--- src/rtl/itrt_pkg.sv ---
`timescale 1ns / 1ps
// ----------------------------------------------------------------------------
// itrt_pkg
// Shared types, constants and helpers for the signed integer to radix text
// converter.
// ----------------------------------------------------------------------------
package itrt_pkg;

  localparam int unsigned VALUE_WIDTH_DEF = 32;

  localparam int unsigned RADIX_W = 5;
  localparam int unsigned CHAR_W  = 8;
  localparam int unsigned DIGIT_W = 4;

  localparam logic [RADIX_W-1:0] RADIX_RESET = 5'd10;
  localparam logic [RADIX_W-1:0] RADIX_MIN   = 5'd2;
  localparam logic [RADIX_W-1:0] RADIX_MAX   = 5'd16;

  localparam logic [CHAR_W-1:0] CHAR_MINUS      = 8'h2D;
  localparam logic [CHAR_W-1:0] CHAR_ZERO       = 8'h30;
  localparam logic [CHAR_W-1:0] CHAR_ALPHA_BASE = 8'h57;  // 'a' minus ten
  localparam logic [CHAR_W-1:0] CHAR_NONE       = 8'h00;

  typedef enum logic [2:0] {
    ST_IDLE,
    ST_DIV,
    ST_DIG,
    ST_SIGN,
    ST_EMIT,
    ST_ERR
  } state_t;

  // controller to datapath
  typedef struct packed {
    logic load;
    logic div_step;
    logic push;
    logic emit_sign;
    logic emit_pop;
    logic emit_err;
  } cmd_t;

  // datapath to controller
  typedef struct packed {
    logic radix_bad;
    logic div_done;
    logic quot_zero;
    logic neg;
    logic stack_one;
    logic out_free;
  } sts_t;

  function automatic logic [CHAR_W-1:0] digit_char(input logic [DIGIT_W-1:0] d);
    logic [CHAR_W-1:0] ext;
    ext = {{(CHAR_W-DIGIT_W){1'b0}}, d};
    if (d < 4'd10) begin
      return CHAR_ZERO + ext;
    end else begin
      return CHAR_ALPHA_BASE + ext;
    end
  endfunction

endpackage

--- src/rtl/signed_int_to_radix_text_core.sv ---
`timescale 1ns / 1ps
// ----------------------------------------------------------------------------
// signed_int_to_radix_text_core
// Converts a signed integer to ASCII text in radix 2 to 16, one character
// per output request, sign first, most significant digit first.
// ----------------------------------------------------------------------------
//  channel  | ports                                  | moves
//  ---------+----------------------------------------+---------------------
//  input    | in_valid, in_ready, in_value           | one integer
//  output   | out_valid, out_ready, out_character,   | one character
//           | out_last, out_error                    |
//  config   | cfg_wr_en, cfg_wr_data                 | radix, no wait
//
//  Per request: accept, then per digit a division in the bit-serial
//  divider and a push, then one output per character; a bad radix gives
//  an error result. The divider yields one quotient bit per cycle.
//  Reset: synchronous, active low; radix returns to ten, output empties.
//  Output stalls hold the sequencer; the next request is taken while the
//  final character still waits in the output register.
// ----------------------------------------------------------------------------
module signed_int_to_radix_text_core #(
  parameter int unsigned VALUE_WIDTH = itrt_pkg::VALUE_WIDTH_DEF
) (
  input  logic                          clk,
  input  logic                          rst_n,
  input  logic                          cfg_wr_en,
  input  logic [itrt_pkg::RADIX_W-1:0]  cfg_wr_data,
  input  logic                          in_valid,
  output logic                          in_ready,
  input  logic signed [VALUE_WIDTH-1:0] in_value,
  output logic                          out_valid,
  input  logic                          out_ready,
  output logic [itrt_pkg::CHAR_W-1:0]   out_character,
  output logic                          out_last,
  output logic                          out_error
);

  itrt_pkg::cmd_t cmd;
  itrt_pkg::sts_t sts;

  itrt_ctrl u_ctrl (
    .clk      (clk),
    .rst_n    (rst_n),
    .in_valid (in_valid),
    .in_ready (in_ready),
    .sts      (sts),
    .cmd      (cmd)
  );

  itrt_dp #(
    .VALUE_WIDTH (VALUE_WIDTH)
  ) u_dp (
    .clk           (clk),
    .rst_n         (rst_n),
    .cfg_wr_en     (cfg_wr_en),
    .cfg_wr_data   (cfg_wr_data),
    .in_value      (in_value),
    .cmd           (cmd),
    .sts           (sts),
    .out_valid     (out_valid),
    .out_ready     (out_ready),
    .out_character (out_character),
    .out_last      (out_last),
    .out_error     (out_error)
  );

  // an error result is always a lone, empty, final character
  a_err_shape: assert property (@(posedge clk) disable iff (!rst_n)
    out_valid && out_error |-> out_last && (out_character == itrt_pkg::CHAR_NONE))
    else $error("error result without last or with a character");

  // the sign never closes a text
  a_sign_not_last: assert property (@(posedge clk) disable iff (!rst_n)
    out_valid && out_last && !out_error |-> out_character != itrt_pkg::CHAR_MINUS)
    else $error("minus sign marked as final character");

  // a taken request closes the input straight after it is taken
  a_busy_after_accept: assert property (@(posedge clk) disable iff (!rst_n)
    in_valid && in_ready |=> !in_ready)
    else $error("input reopened straight after a request");

  // only one datapath command at a time
  a_one_cmd: assert property (@(posedge clk) disable iff (!rst_n)
    $onehot0({cmd.load, cmd.div_step, cmd.push, cmd.emit_sign, cmd.emit_pop,
              cmd.emit_err}))
    else $error("conflicting datapath commands");

endmodule

--- src/rtl/itrt_ctrl.sv ---
`timescale 1ns / 1ps
// ----------------------------------------------------------------------------
// itrt_ctrl
// Sequencer: takes a request, runs one bit-serial division per digit, then
// emits any sign and the stacked digits most significant first, or an error.
// ----------------------------------------------------------------------------
module itrt_ctrl (
  input  logic          clk,
  input  logic          rst_n,
  input  logic          in_valid,
  output logic          in_ready,
  input  itrt_pkg::sts_t sts,
  output itrt_pkg::cmd_t cmd
);

  itrt_pkg::state_t state_r, state_nxt;

  always_ff @(posedge clk) begin
    if (!rst_n) begin
      state_r <= itrt_pkg::ST_IDLE;
    end else begin
      state_r <= state_nxt;
    end
  end

  always_comb begin
    state_nxt = state_r;
    case (state_r)
      itrt_pkg::ST_IDLE: begin
        if (in_valid) begin
          state_nxt = sts.radix_bad ? itrt_pkg::ST_ERR : itrt_pkg::ST_DIV;
        end
      end
      itrt_pkg::ST_DIV: begin
        if (sts.div_done) begin
          state_nxt = itrt_pkg::ST_DIG;
        end
      end
      itrt_pkg::ST_DIG: begin
        if (!sts.quot_zero) begin
          state_nxt = itrt_pkg::ST_DIV;
        end else if (sts.neg) begin
          state_nxt = itrt_pkg::ST_SIGN;
        end else begin
          state_nxt = itrt_pkg::ST_EMIT;
        end
      end
      itrt_pkg::ST_SIGN: begin
        if (sts.out_free) begin
          state_nxt = itrt_pkg::ST_EMIT;
        end
      end
      itrt_pkg::ST_EMIT: begin
        if (sts.out_free && sts.stack_one) begin
          state_nxt = itrt_pkg::ST_IDLE;
        end
      end
      itrt_pkg::ST_ERR: begin
        if (sts.out_free) begin
          state_nxt = itrt_pkg::ST_IDLE;
        end
      end
      default: begin
        state_nxt = itrt_pkg::ST_IDLE;
      end
    endcase
  end

  always_comb begin
    cmd      = '0;
    in_ready = 1'b0;
    case (state_r)
      itrt_pkg::ST_IDLE: begin
        in_ready = 1'b1;
        cmd.load = in_valid;
      end
      itrt_pkg::ST_DIV: begin
        cmd.div_step = 1'b1;
      end
      itrt_pkg::ST_DIG: begin
        cmd.push = 1'b1;
      end
      itrt_pkg::ST_SIGN: begin
        cmd.emit_sign = sts.out_free;
      end
      itrt_pkg::ST_EMIT: begin
        cmd.emit_pop = sts.out_free;
      end
      itrt_pkg::ST_ERR: begin
        cmd.emit_err = sts.out_free;
      end
      default: begin
        cmd = '0;
      end
    endcase
  end

endmodule

--- src/rtl/itrt_dp.sv ---
`timescale 1ns / 1ps
// ----------------------------------------------------------------------------
// itrt_dp
// Datapath: radix register, magnitude, restoring divider by the radix one
// quotient bit per cycle, digit stack and output register.
// ----------------------------------------------------------------------------
module itrt_dp #(
  parameter int unsigned VALUE_WIDTH = itrt_pkg::VALUE_WIDTH_DEF
) (
  input  logic                                 clk,
  input  logic                                 rst_n,
  input  logic                                 cfg_wr_en,
  input  logic [itrt_pkg::RADIX_W-1:0]         cfg_wr_data,
  input  logic signed [VALUE_WIDTH-1:0]        in_value,
  input  itrt_pkg::cmd_t                       cmd,
  output itrt_pkg::sts_t                       sts,
  output logic                                 out_valid,
  input  logic                                 out_ready,
  output logic [itrt_pkg::CHAR_W-1:0]          out_character,
  output logic                                 out_last,
  output logic                                 out_error
);

  localparam int unsigned CNT_W  = $clog2(VALUE_WIDTH);
  localparam int unsigned DCNT_W = $clog2(VALUE_WIDTH + 1);
  localparam logic [CNT_W-1:0] CNT_LAST = CNT_W'(VALUE_WIDTH - 1);
  localparam int unsigned DW = itrt_pkg::DIGIT_W;

  logic [itrt_pkg::RADIX_W-1:0] radix_r;
  logic                         neg_r;
  logic [VALUE_WIDTH-1:0]       mag_r, mag_nxt;
  logic [DW-1:0]                rem_r, rem_nxt;
  logic [CNT_W-1:0]             bit_cnt_r, bit_cnt_nxt;
  logic [VALUE_WIDTH-1:0][DW-1:0] stk_r, stk_nxt;
  logic [DCNT_W-1:0]            dcnt_r, dcnt_nxt;

  logic                         out_valid_r, out_valid_nxt;
  logic [itrt_pkg::CHAR_W-1:0]  out_char_r, out_char_nxt;
  logic                         out_last_r, out_last_nxt;
  logic                         out_error_r, out_error_nxt;

  logic [DW:0]                  trial;
  logic [DW:0]                  trial_sub;
  logic                         ge;
  logic                         emit;

  always_ff @(posedge clk) begin
    if (!rst_n) begin
      radix_r <= itrt_pkg::RADIX_RESET;
    end else if (cfg_wr_en) begin
      radix_r <= cfg_wr_data;
    end
  end

  // one restoring division step
  assign trial     = {rem_r, mag_r[VALUE_WIDTH-1]};
  assign trial_sub = trial - radix_r;
  assign ge        = (trial >= radix_r);

  assign emit = cmd.emit_sign | cmd.emit_pop | cmd.emit_err;

  always_comb begin
    mag_nxt     = mag_r;
    rem_nxt     = rem_r;
    bit_cnt_nxt = bit_cnt_r;
    stk_nxt     = stk_r;
    dcnt_nxt    = dcnt_r;
    if (cmd.load) begin
      mag_nxt     = in_value[VALUE_WIDTH-1] ? (~in_value + 1'b1) : in_value;
      rem_nxt     = '0;
      bit_cnt_nxt = '0;
      dcnt_nxt    = '0;
    end else if (cmd.div_step) begin
      mag_nxt     = {mag_r[VALUE_WIDTH-2:0], ge};
      rem_nxt     = ge ? trial_sub[DW-1:0] : trial[DW-1:0];
      bit_cnt_nxt = bit_cnt_r + 1'b1;
    end else if (cmd.push) begin
      stk_nxt     = {stk_r[VALUE_WIDTH-2:0], rem_r};
      dcnt_nxt    = dcnt_r + 1'b1;
      rem_nxt     = '0;
      bit_cnt_nxt = '0;
    end else if (cmd.emit_pop) begin
      stk_nxt     = {{DW{1'b0}}, stk_r[VALUE_WIDTH-1:1]};
      dcnt_nxt    = dcnt_r - 1'b1;
    end
  end

  always_ff @(posedge clk) begin
    mag_r     <= mag_nxt;
    rem_r     <= rem_nxt;
    bit_cnt_r <= bit_cnt_nxt;
    stk_r     <= stk_nxt;
    dcnt_r    <= dcnt_nxt;
    if (cmd.load) begin
      neg_r <= in_value[VALUE_WIDTH-1];
    end
  end

  // output register: hold until taken, reload only when free
  always_comb begin
    out_valid_nxt = out_valid_r;
    out_char_nxt  = out_char_r;
    out_last_nxt  = out_last_r;
    out_error_nxt = out_error_r;
    if (out_valid_r && out_ready) begin
      out_valid_nxt = 1'b0;
    end
    if (emit) begin
      out_valid_nxt = 1'b1;
    end
    if (cmd.emit_sign) begin
      out_char_nxt  = itrt_pkg::CHAR_MINUS;
      out_last_nxt  = 1'b0;
      out_error_nxt = 1'b0;
    end else if (cmd.emit_pop) begin
      out_char_nxt  = itrt_pkg::digit_char(stk_r[0]);
      out_last_nxt  = (dcnt_r == DCNT_W'(1));
      out_error_nxt = 1'b0;
    end else if (cmd.emit_err) begin
      out_char_nxt  = itrt_pkg::CHAR_NONE;
      out_last_nxt  = 1'b1;
      out_error_nxt = 1'b1;
    end
  end

  always_ff @(posedge clk) begin
    if (!rst_n) begin
      out_valid_r <= 1'b0;
    end else begin
      out_valid_r <= out_valid_nxt;
    end
    out_char_r  <= out_char_nxt;
    out_last_r  <= out_last_nxt;
    out_error_r <= out_error_nxt;
  end

  assign out_valid     = out_valid_r;
  assign out_character = out_char_r;
  assign out_last      = out_last_r;
  assign out_error     = out_error_r;

  assign sts.radix_bad = !(radix_r inside {[itrt_pkg::RADIX_MIN:itrt_pkg::RADIX_MAX]});
  assign sts.div_done  = (bit_cnt_r == CNT_LAST);
  assign sts.quot_zero = (mag_r == '0);
  assign sts.neg       = neg_r;
  assign sts.stack_one = (dcnt_r == DCNT_W'(1));
  assign sts.out_free  = !out_valid_r || out_ready;

endmodule
--- config.mk ---
export PLATFORM = sky130hd
export DESIGN_NAME = signed_int_to_radix_text_core
export DESIGN_NICKNAME = d
export VERILOG_FILES = /design/src/rtl/itrt_pkg.sv /design/src/rtl/signed_int_to_radix_text_core.sv /design/src/rtl/itrt_ctrl.sv /design/src/rtl/itrt_dp.sv
export SDC_FILE = /design/constraint.sdc
export NUM_CORES = 1
export LEC_CHECK = 0
export ABC_AREA = 1
export BUFFER_PORTS_ARGS = -buffer_cell sky130_fd_sc_hd__buf_4
export CAP_MARGIN = 20
export CORE_MARGIN = 5
export CORE_UTILIZATION = 61
export DETAILED_ROUTE_END_ITERATION = 10
export GPL_TIMING_DRIVEN = 0
export PLACE_DENSITY = 0.82
export SYNTH_ARGS = -nofsm -noshare
export SYNTH_HDL_FRONTEND = slang
export SYNTH_SLANG_ARGS = --single-unit
--- constraint.sdc ---
create_clock -name clk -period 4.29 [get_ports clk]
set_clock_uncertainty 0.2 [all_clocks]
set_input_delay 0.2145 -clock clk [delete_from_list [all_inputs] [get_ports clk]]
set_output_delay 0.2145 -clock clk [all_outputs]
set_load 0.01 [all_outputs]
==> results of run 1 <==
[synthesized netlist by cell type, types with 2 or more instances]
cell,count,share of area
xnor2_1,4,0.0037
nor3_1,3,0.0016
clkbuf_1,10,0.0039
o21ai_1,15,0.0078
o21a_1,2,0.0016
xor2_1,15,0.014
nor2_2,5,0.0033
nor2_4,2,0.0023
edfxtp_1,161,0.50
nand4_1,16,0.010
nand3_1,52,0.027
a21oi_1,32,0.017
nand2_2,2,0.0013
inv_1,73,0.029
o21ai_0,36,0.019
nand2_1,513,0.20
buf_6,5,0.0059
nor2_1,72,0.028
buf_4,2,0.0016
inv_2,4,0.0016
o21ai_2,4,0.0037
nand3b_1,4,0.0031
ha_1,12,0.016
clkinv_1,2,0.00078
o31ai_2,2,0.0026
dfxtp_1,33,0.069
buf_2,22,0.011
[per-stage QoR]
| stage | hold slack (ns) | cell area, µm² |
|---|---|---|
| 5_1_grt | 0.0409 | 11300 |
| 3_5_place_dp | 0.248 | 10300 |
| 6_report | 0.0303 | 11300 |
| 2_1_floorplan | 0.113 | 9600 |
| 4_1_cts | 0.0143 | 11300 |
| 3_3_place_gp | 0.237 | 10300 |
[registers in the layout, summed over array words and instances, names as in the netlist, 3 cells and up]
signal              count
u_dp.dcnt_r             6
u_ctrl.state_r          3
u_dp.radix_r            5
u_dp.bit_cnt_r          5
u_dp.mag_r             32
u_dp.stk_r            128
u_dp.rem_r              4
u_dp.out_character      7
[worst max-delay path: stages (launching register included)]
cell     delay, ns
dfxtp_1       0.37
nor2_2        0.15
inv_2         0.06
nor2_4        0.15
inv_2         0.09
nor2_8        0.14
inv_2         0.06
buf_6         0.15
buf_6         0.14
nand2_1       0.34
buf_16        0.23
[area by class of cell]
| type | instances | area share |
|---|---|---|
| buffer | 40 | 0.0198 |
| inverter | 79 | 0.0263 |
| multi-input combinational | 802 | 0.319 |
| clock inverter | 12 | 0.00667 |
| clock buffer | 20 | 0.0424 |
| tap | 211 | 0.0234 |
| timing repair buffer | 93 | 0.0742 |
| sequential | 194 | 0.488 |
[how the worst max path moves through the flow]
stage | slack, ns | end | depth (start not counted) | startpoint
after global placement | 0.29 | u_dp.dcnt_r[3] | 9 | u_ctrl.state_r[2]
after floorplan | 1.11 | u_dp.dcnt_r[4] | 9 | u_ctrl.state_r[2]
after detailed placement | 1.94 | u_dp.mag_r[9] | 10 | u_ctrl.state_r[0]
final | 1.90 | u_dp.mag_r[12] | 10 | u_ctrl.state_r[0]
after CTS | 1.89 | u_dp.mag_r[13] | 10 | u_ctrl.state_r[0]
after global routing | 1.77 | u_dp.mag_r[15] | 10 | u_ctrl.state_r[0]
[cell families after synthesis]
family	share of synthesized area
buffers and inverters	0.0541
flip-flops	0.573
other	0.000391
AO/OA/AOI/OAI	0.0561
AND/OR/NAND/NOR	0.282
XOR/XNOR	0.0173
adder cells (fa/ha/maj)	0.0177
[power breakdown]
group	internal, mW	leakage [nW]	total [mW]	switching [mW]
Combinational	0.828	2.88	2.36	1.53
Clock	0.804	0.280	1.49	0.685
Sequential	3.05	1.77	3.38	0.336
Total	4.68	4.93	7.23	2.55
[layer usage]
metal / GRT usage / vias to the layer above
li1: - / 3866
met5: 0 / -
met4: 0.0655 / 0
met1: 0.299 / 3530
met2: 0.383 / 196
met3: 0.0516 / 27
[repair_timing]
item	CTS	global route
setup buffers	0	0
hold buffers	39	0
endpoints found under the hold margin	33	0
==> impl_metrics.tcl, run 1 <==
set metrics [dict create \
    status "completed" \
    maxSlewViolCount 0 \
    met3_length_um 896 \
    drt_iter0_drc 594 \
    instances_no_fill 1451 \
    synth_nets 1170 \
    netlist_area_mm2 0.00960 \
    ys_ff_latch 194 \
    drtPass1Iterations 5 \
    ant_nets 0 \
    hold_path_depth 5 \
    synth_cell_types 39 \
    hold_violations 0 \
    start_util 0.627 \
    highest_layer "met4" \
    drv_cap 0 \
    row_count 45 \
    slew_headroom 0.592 \
    clock_sinks 194 \
    ys_seq_area_frac 0.573 \
    grt_pass1_wl_um 33500 \
    clock_latency_ns 0.44 \
    tns_ns 0 \
    synthArstFlopShare 0 \
    wl_per_cell_um 13.9 \
    ys_warn_count 0 \
    fin_ws_ns 1.90 \
    synthCells 1115 \
    synth_ff_type "edfxtp_1" \
    crit_fanout 24 \
    reg2reg_depth 10 \
    place_ws_ns 1.94 \
    vias 7619 \
    hp-start "in_value[17]" \
    grt.overflow.total 0 \
    grt_pass1_vias 7284 \
    core_mm2 0.0153 \
    path_clk_slew_ns 0.07 \
    fillers 1130 \
    placed_cells 1380 \
    worst_setup_path_start_kind "flop" \
    ir_worst_vdd_uv 450 \
    cellPowerDensity_mw_per_mm2 642 \
    gp_congestion 0.920 \
    multi_input_area_mm2 0.00360 \
    final_layout_size_suffix_gt1_frac 0.109 \
    setup_viol 0 \
    syn_avg_cell_area_um2 8.61 \
    path_class "flop to flop" \
    io_buffers 52 \
    grtUsageTotal 0.228 \
    met1Wirelength_um 8940 \
    dp_hpwl_um 13500 \
    io_pins 54 \
    routed-wl-met2_um 10000 \
    cts_tree "built" \
    holdPathEnd "u_dp.mag_r[17]" \
    clockBufferDepth 2 \
    final_common_cell "nand2_1" \
    seq_area_mm2 0.00550 \
    drc 0 \
    dieWidth_um 135 \
    routed_via_density 5.25 \
    antenna_found_initial 0 \
    diodes 0 \
    worstMarginPinSlew_ns 0.611 \
    p_leak_nw 4.93 \
    routed_wl_um 20100 \
    fin_crit_sh 0.557 \
    r2r-end "u_dp.mag_r[12]" \
    layout_common_cells "nand2_1 (513), edfxtp_1 (161), inv_1 (73)" \
    cts-resized-gates 0 \
    power_mw 7.23 \
    areaGrowthSynthToFinish_pct 17.4 \
    grt_max_degree 131 \
    dieArea_mm2 0.0183 \
    required_ns 4.23 \
    rrSetupSlack_ns 1.90 \
    nNetsFinal 1282 \
    min_period_ns 2.39 \
    worstPathArrival_ns 2.33 \
    hp-class "input port to flop" \
    end_kind "flop" \
    reg2reg_from "u_ctrl.state_r[0]" \
    fin_util 0.735 \
    die_y_um 135 \
    root_buffer "clkbuf_16" \
    numCtsBuffers 17 \
    htreeDepth 4 \
    synth_edf_count 161 \
    rsz0062_at_grt "false" \
    max_freq_ghz 0.419 \
]
Power figures use the tool's default switching activity.
==> inputs of run 2 (changes only) <==
clock period = 2.4 ns   (was 4.29 ns; I/O delays follow)
==> run 2 against run 1 <==
Compared with the run above: critical path depth down 1; first-iteration DRC count up 15%; sequential share of layout area decreased by 0.39 points; routed wire length rose by 1.6%; worst hold slack gained 0.0035 ns; worst setup slack got worse by 1.7 ns; largest cell class unchanged; highest routed layer unchanged.
==> impl_metrics.tcl, run 2 (same netlist as run 1, synthesis figures left out) <==
set metrics [dict create \
    use_met3 0.0442 \
    clkPwrFrac 0.219 \
    antenna_found_initial 0 \
    status "completed" \
    r2r-end "u_dp.dcnt_r[3]" \
    drtPass1Iterations 5 \
    setup_viol 0 \
    final_layout_size_suffix_gt1_frac 0.105 \
    worst_setup_path_start_kind "flop" \
    clock_sinks 194 \
    slew_headroom 0.653 \
    rrSetupSlack_ns 0.22 \
    grtUsageTotal 0.229 \
    power.share.switching 0.351 \
    root_buffer "clkbuf_16" \
    cts_tree "built" \
    wl_per_cell_um 14.0 \
    start_util 0.627 \
    maxSlewViolCount 0 \
    crit_fanout 68 \
    routed_wl_um 20400 \
    path_clk_slew_ns 0.07 \
    io_buffers 52 \
    fin_ws_ns 0.220 \
    min_period_ns 2.18 \
    multi_input_area_mm2 0.00362 \
    reg2reg_from "u_ctrl.state_r[2]" \
    grtUsageMet1 0.300 \
    p_leak_nw 4.95 \
    final_common_cell "nand2_1" \
    hold_path_depth 5 \
    largest_register_ff_count 128 \
    clock_latency_ns 0.43 \
    drv_cap 0 \
    gp_congestion 0.904 \
    grt_pass1_wl_um 34000 \
    worstPathArrival_ns 2.29 \
    grt_max_degree 69 \
    reg2reg_depth 9 \
    htreeDepth 4 \
    diodes 0 \
    cellPowerDensity_mw_per_mm2 1150 \
    crit_path_end "u_dp.dcnt_r[3]" \
    numCtsBuffers 17 \
    fin_util 0.741 \
    fillers 1110 \
    switching_power_mw 4.59 \
    comb_power_share 0.318 \
    layout_common_cells "nand2_1 (512), edfxtp_1 (161), inv_1 (73)" \
    seq_area_mm2 0.00550 \
    areaGrowthSynthToFinish_pct 18.3 \
    drc 0 \
    grt_pass1_vias 7522 \
    dieWidth_um 135 \
    place_ws_ns -0.0673 \
    seqPwrFrac 0.463 \
    io_pins 54 \
    hp-start "in_value[1]" \
    hp-class "input port to flop" \
    routed_via_density 5.27 \
    drt_iter0_drc 686 \
    top_usage_layer "met2" \
    ant_nets 0 \
    fin_crit_sh 0.908 \
    worstMarginPinSlew_ns 0.521 \
    hold_violations 0 \
    dieArea_mm2 0.0183 \
    dp_hpwl_um 13400 \
    path_class "flop to flop" \
    max_freq_ghz 0.459 \
    intPower_mw 8.49 \
    clockBufferDepth 2 \
    required_ns 2.51 \
    ir_worst_vdd_uv 687 \
    grt.overflow.total 0 \
    die_y_um 135 \
    core_mm2 0.0153 \
    vias 7685 \
    nNetsFinal 1289 \
    end_kind "flop" \
    top_register "u_dp.stk_r" \
    worstSetupStartpoint "u_ctrl.state_r[2]" \
    use_met2 0.392 \
    row_count 45 \
    rsz0062_at_grt "false" \
]
run 2: changes by cell type in the layout (fill, tap and decap cells not counted), sizes merged:
cell and change:
dlygate4sd3 +8, bufinv +3, clkbuf -3, buf -2, clkinvlp +2, inv -2, nand2 +1
run 2: layout make-up:
cell class,count,area share
flip-flops and latches,194,0.484
multi-input cells,803,0.319
repair buffers,99,0.0758
clock buffers,17,0.0375
inverters,79,0.0261
well taps,211,0.0233
plain buffers,40,0.0196
clock inverters,15,0.0145
run 2: per-layer routing:
metal  vias to the layer above  routed length (µm)
met5                         -                   0
met4                         0                 334
met3                        25                 963
met2                       199               10300
met1                      3586                8900
li1                       3875                   -
run 2: power groups by stage:
stage               clock, mW  sequential [mW]  combinational, mW
floorplan                   0             5.96               2.96
global placement            0             6.09               3.88
CTS                      2.88             6.06               4.15
detailed placement          0             6.12               4.02
global route             3.03             6.18               4.73
finish                   2.86             6.06               4.16
run 2: timing repair:
| action | 4_1_cts | 5_1_grt |
|---|---|---|
| setup buffers | 0 | 0 |
| setup endpoints to repair | 30 | 66 |
| pin swaps | 1 | 0 |
| resized for setup | 1 | 1 |
| cloned | 1 | 0 |
| hold buffers | 47 | 0 |
| hold endpoints to repair | 42 | 0 |
run 2: worst min path at each step:
stage,end,slack [ns]
final,u_dp.mag_r[1],0.03
after global routing,u_dp.mag_r[1],0.08
after CTS,u_dp.mag_r[1],0.02
after detailed placement,u_dp.radix_r[1],0.14
after global placement,u_dp.radix_r[1],0.13
after floorplan,u_dp.neg_r,0.02
run 2: through the flow:
stage	instance area, µm²	TNS (ns)	hold slack [ns]	cells	power [mW]
after floorplan	9610	0	0.0189	1115	8.92
after global placement	10300	-0.0108	0.135	1378	9.96
after detailed placement	10300	-0.125	0.138	1378	10.1
after CTS	11300	0	0.0232	1458	13.1
after global routing	11400	0	0.0776	1458	13.9
final	11400	0	0.0338	1458	13.1
run 2: critical path: stages (launching register included):
cell and delay, ns:
dfxtp_1 0.37, inv_1 0.08, nor2_1 0.12, inv_1 0.09
nor2_1 0.14, nand2_2 0.22, nand2_8 0.44, nand2_1 0.15
o21ai_0 0.18, a21oi_1 0.05
==> inputs of run 3 (changes only) <==
CORE_ASPECT_RATIO = 2   (was not set)
==> run 3 against run 2 <==
Compared with the run above: global-route usage grew 1.3 points; register-to-register slack lost 0.05 ns; critical path depth rose by 2; core utilization is 1.6 points lower; sequential cell count unchanged; routed wire length is 9.2% higher; worst hold slack worse by 0.013 ns; clock-buffer cell count stayed put; sequential share of layout area rose by 0.091 points; power up 0.13%; combinational power rose by 2%; clock power shrank 2%; largest cell class unchanged.
==> impl_metrics.tcl, run 3 (same netlist as run 1, synthesis figures left out) <==
set metrics [dict create \
    status "completed" \
    p_leak_nw 4.96 \
    final_layout_size_suffix_gt1_frac 0.109 \
    wl_per_cell_um 15.4 \
    hold_path_depth 5 \
    slew_headroom 0.646 \
    max_freq_ghz 0.442 \
    vias 8153 \
    grt_pass1_vias 8015 \
    core_mm2 0.0156 \
    io_buffers 52 \
    gp_congestion 0.902 \
    clock_sinks 194 \
    holdPathEnd "u_dp.mag_r[1]" \
    antenna_found_initial 0 \
    top_register "u_dp.stk_r" \
    drtPass1Iterations 5 \
    rrSetupSlack_ns 0.17 \
    ant_nets 0 \
    ir_worst_vdd_uv 688 \
    crit_fanout 5 \
    grt_max_degree 69 \
    comb_power_share 0.324 \
    setup_viol 0 \
    areaGrowthSynthToFinish_pct 18.1 \
    drt_iter0_drc 642 \
    grt.overflow.total 0 \
    reg2reg_from "u_ctrl.state_r[0]" \
    cellPowerDensity_mw_per_mm2 1160 \
    rsz0062_at_grt "false" \
    end_kind "flop" \
    worstPathArrival_ns 2.25 \
    hold_violations 0 \
    r2r-end "u_dp.mag_r[22]" \
    fin_util 0.726 \
    root_buffer "clkbuf_16" \
    nNetsFinal 1290 \
    switching_power_mw 4.77 \
    reg2reg_depth 9 \
    die_y_um 187 \
    hp-start "in_value[1]" \
    dieArea_mm2 0.0185 \
    numCtsBuffers 17 \
    cts_tree "built" \
    row_count 65 \
    drv_cap 0 \
    placed_cells 1368 \
    instances_no_fill 1449 \
    fillers 1098 \
    maxSlewViolCount 0 \
    seqPwrFrac 0.463 \
    grt_pass1_wl_um 36700 \
    routed_via_density 5.63 \
    fin_crit_sh 0.943 \
    dp_hpwl_um 13800 \
    io_pins 54 \
    dieWidth_um 98.7 \
    min_period_ns 2.26 \
    drc 0 \
    routed_wl_um 22300 \
    path_class "input port to flop" \
    largest_register_ff_count 128 \
    clockBufferDepth 2 \
    intPower_mw 8.32 \
    required_ns 2.38 \
    start_util 0.615 \
    layout_common_cells "nand2_1 (512), edfxtp_1 (161), inv_1 (73)" \
    clkPwrFrac 0.213 \
    diodes 0 \
    hp-class "input port to flop" \
    grtUsageTotal 0.242 \
    final_common_cell "nand2_1" \
    worstMarginPinSlew_ns 0.531 \
    path_clk_slew_ns 0.07 \
    htreeDepth 4 \
    worst_setup_path_start_kind "input port" \
    clock_latency_ns 0.43 \
    power.share.switching 0.364 \
]
==> run 3: cell count changes in the layout (fill, tap and decap cells not counted) <==
cell / before / now
inv_6: 1 / 4
clkinv_2: 1 / 2
bufinv_16: 3 / 1
clkinv_4: 1 / 2
clkinv_1: 7 / 3
clkinvlp_4: 3 / 2
nand2_4: 1 / 2
inv_8: 1 / 3
==> run 3: power by group through the flow <==
stage / logic (mW) / clock network, mW / registers, mW
2_1_floorplan: 2.96 / 0 / 5.96
3_3_place_gp: 3.83 / 0 / 6.08
3_5_place_dp: 4.02 / 0 / 6.11
4_1_cts: 4.20 / 2.79 / 6.06
5_1_grt: 4.79 / 2.95 / 6.19
6_report: 4.24 / 2.79 / 6.06
==> run 3: worst max-delay path by stage <==
stage / startpoint / end / slack (ns) / cells past startpoint
floorplan: u_ctrl.state_r[0] / u_dp.mag_r[0] / 0.28 / 9
global placement: u_ctrl.state_r[0] / u_dp.mag_r[7] / 0.04 / 9
detailed placement: u_ctrl.state_r[2] / u_dp.dcnt_r[4] / -0.08 / 9
CTS: u_ctrl.state_r[2] / u_dp.stk_r[2] / 0.06 / 6
global route: in_value[0] / u_dp.mag_r[28] / 0.03 / 11
finish: in_value[0] / u_dp.mag_r[28] / 0.14 / 11
==> run 3: metal layers <==
| layer | vias to the layer above | routed length [µm] | GRT usage |
|---|---|---|---|
| met1 | 3830 | 9000 | 0.312 |
| met2 | 377 | 11300 | 0.411 |
| met4 | 0 | 554 | 0.0810 |
| met5 | - | 0 | 0 |
| met3 | 59 | 1420 | 0.0411 |
| li1 | 3887 | - | - |
==> run 3: final cells by class <==
type | count | area, µm² | area share
clock inverters | 15 | 145 | 0.0128
clock buffers | 17 | 425 | 0.0375
multi-input cells | 804 | 3630 | 0.321
flip-flops and latches | 194 | 5500 | 0.485
repair buffers | 99 | 861 | 0.0760
well taps | 201 | 251 | 0.0222
inverters | 79 | 297 | 0.0262
plain buffers | 40 | 223 | 0.0197
==> run 3: worst max-delay path, cell delays in order <==
cell and delay [ns]:
dlygate4sd3_1 0.54, buf_4 0.13, inv_1 0.10, ha_1 0.19
nand3_1 0.11, nand2_1 0.18, nand3_2 0.19, nor2_2 0.29
nand4_1 0.18, nand3_1 0.15, nand2_1 0.06
==> run 3: what timing repair did <==
action,in CTS,in global routing
pin swaps,1,1
gates cloned,1,1
gates resized for setup,1,1
setup endpoints to repair,35,69
buffers inserted,0,0
hold buffers,47,0
hold endpoints to repair,41,0
==> run 3: through the flow <==
step / total power, mW / hold WS (ns) / TNS, ns / instance area [µm²] / setup slack [ns]
2_1_floorplan: 8.92 / 0.0189 / 0 / 9610 / 0.282
3_3_place_gp: 9.91 / 0.134 / 0 / 10300 / 0.0415
3_5_place_dp: 10.1 / 0.137 / -0.522 / 10300 / -0.0840
4_1_cts: 13.0 / 0.0183 / 0 / 11300 / 0.0639
5_1_grt: 13.9 / 0.0368 / 0 / 11300 / 0.0334
6_report: 13.1 / 0.0209 / 0 / 11300 / 0.138
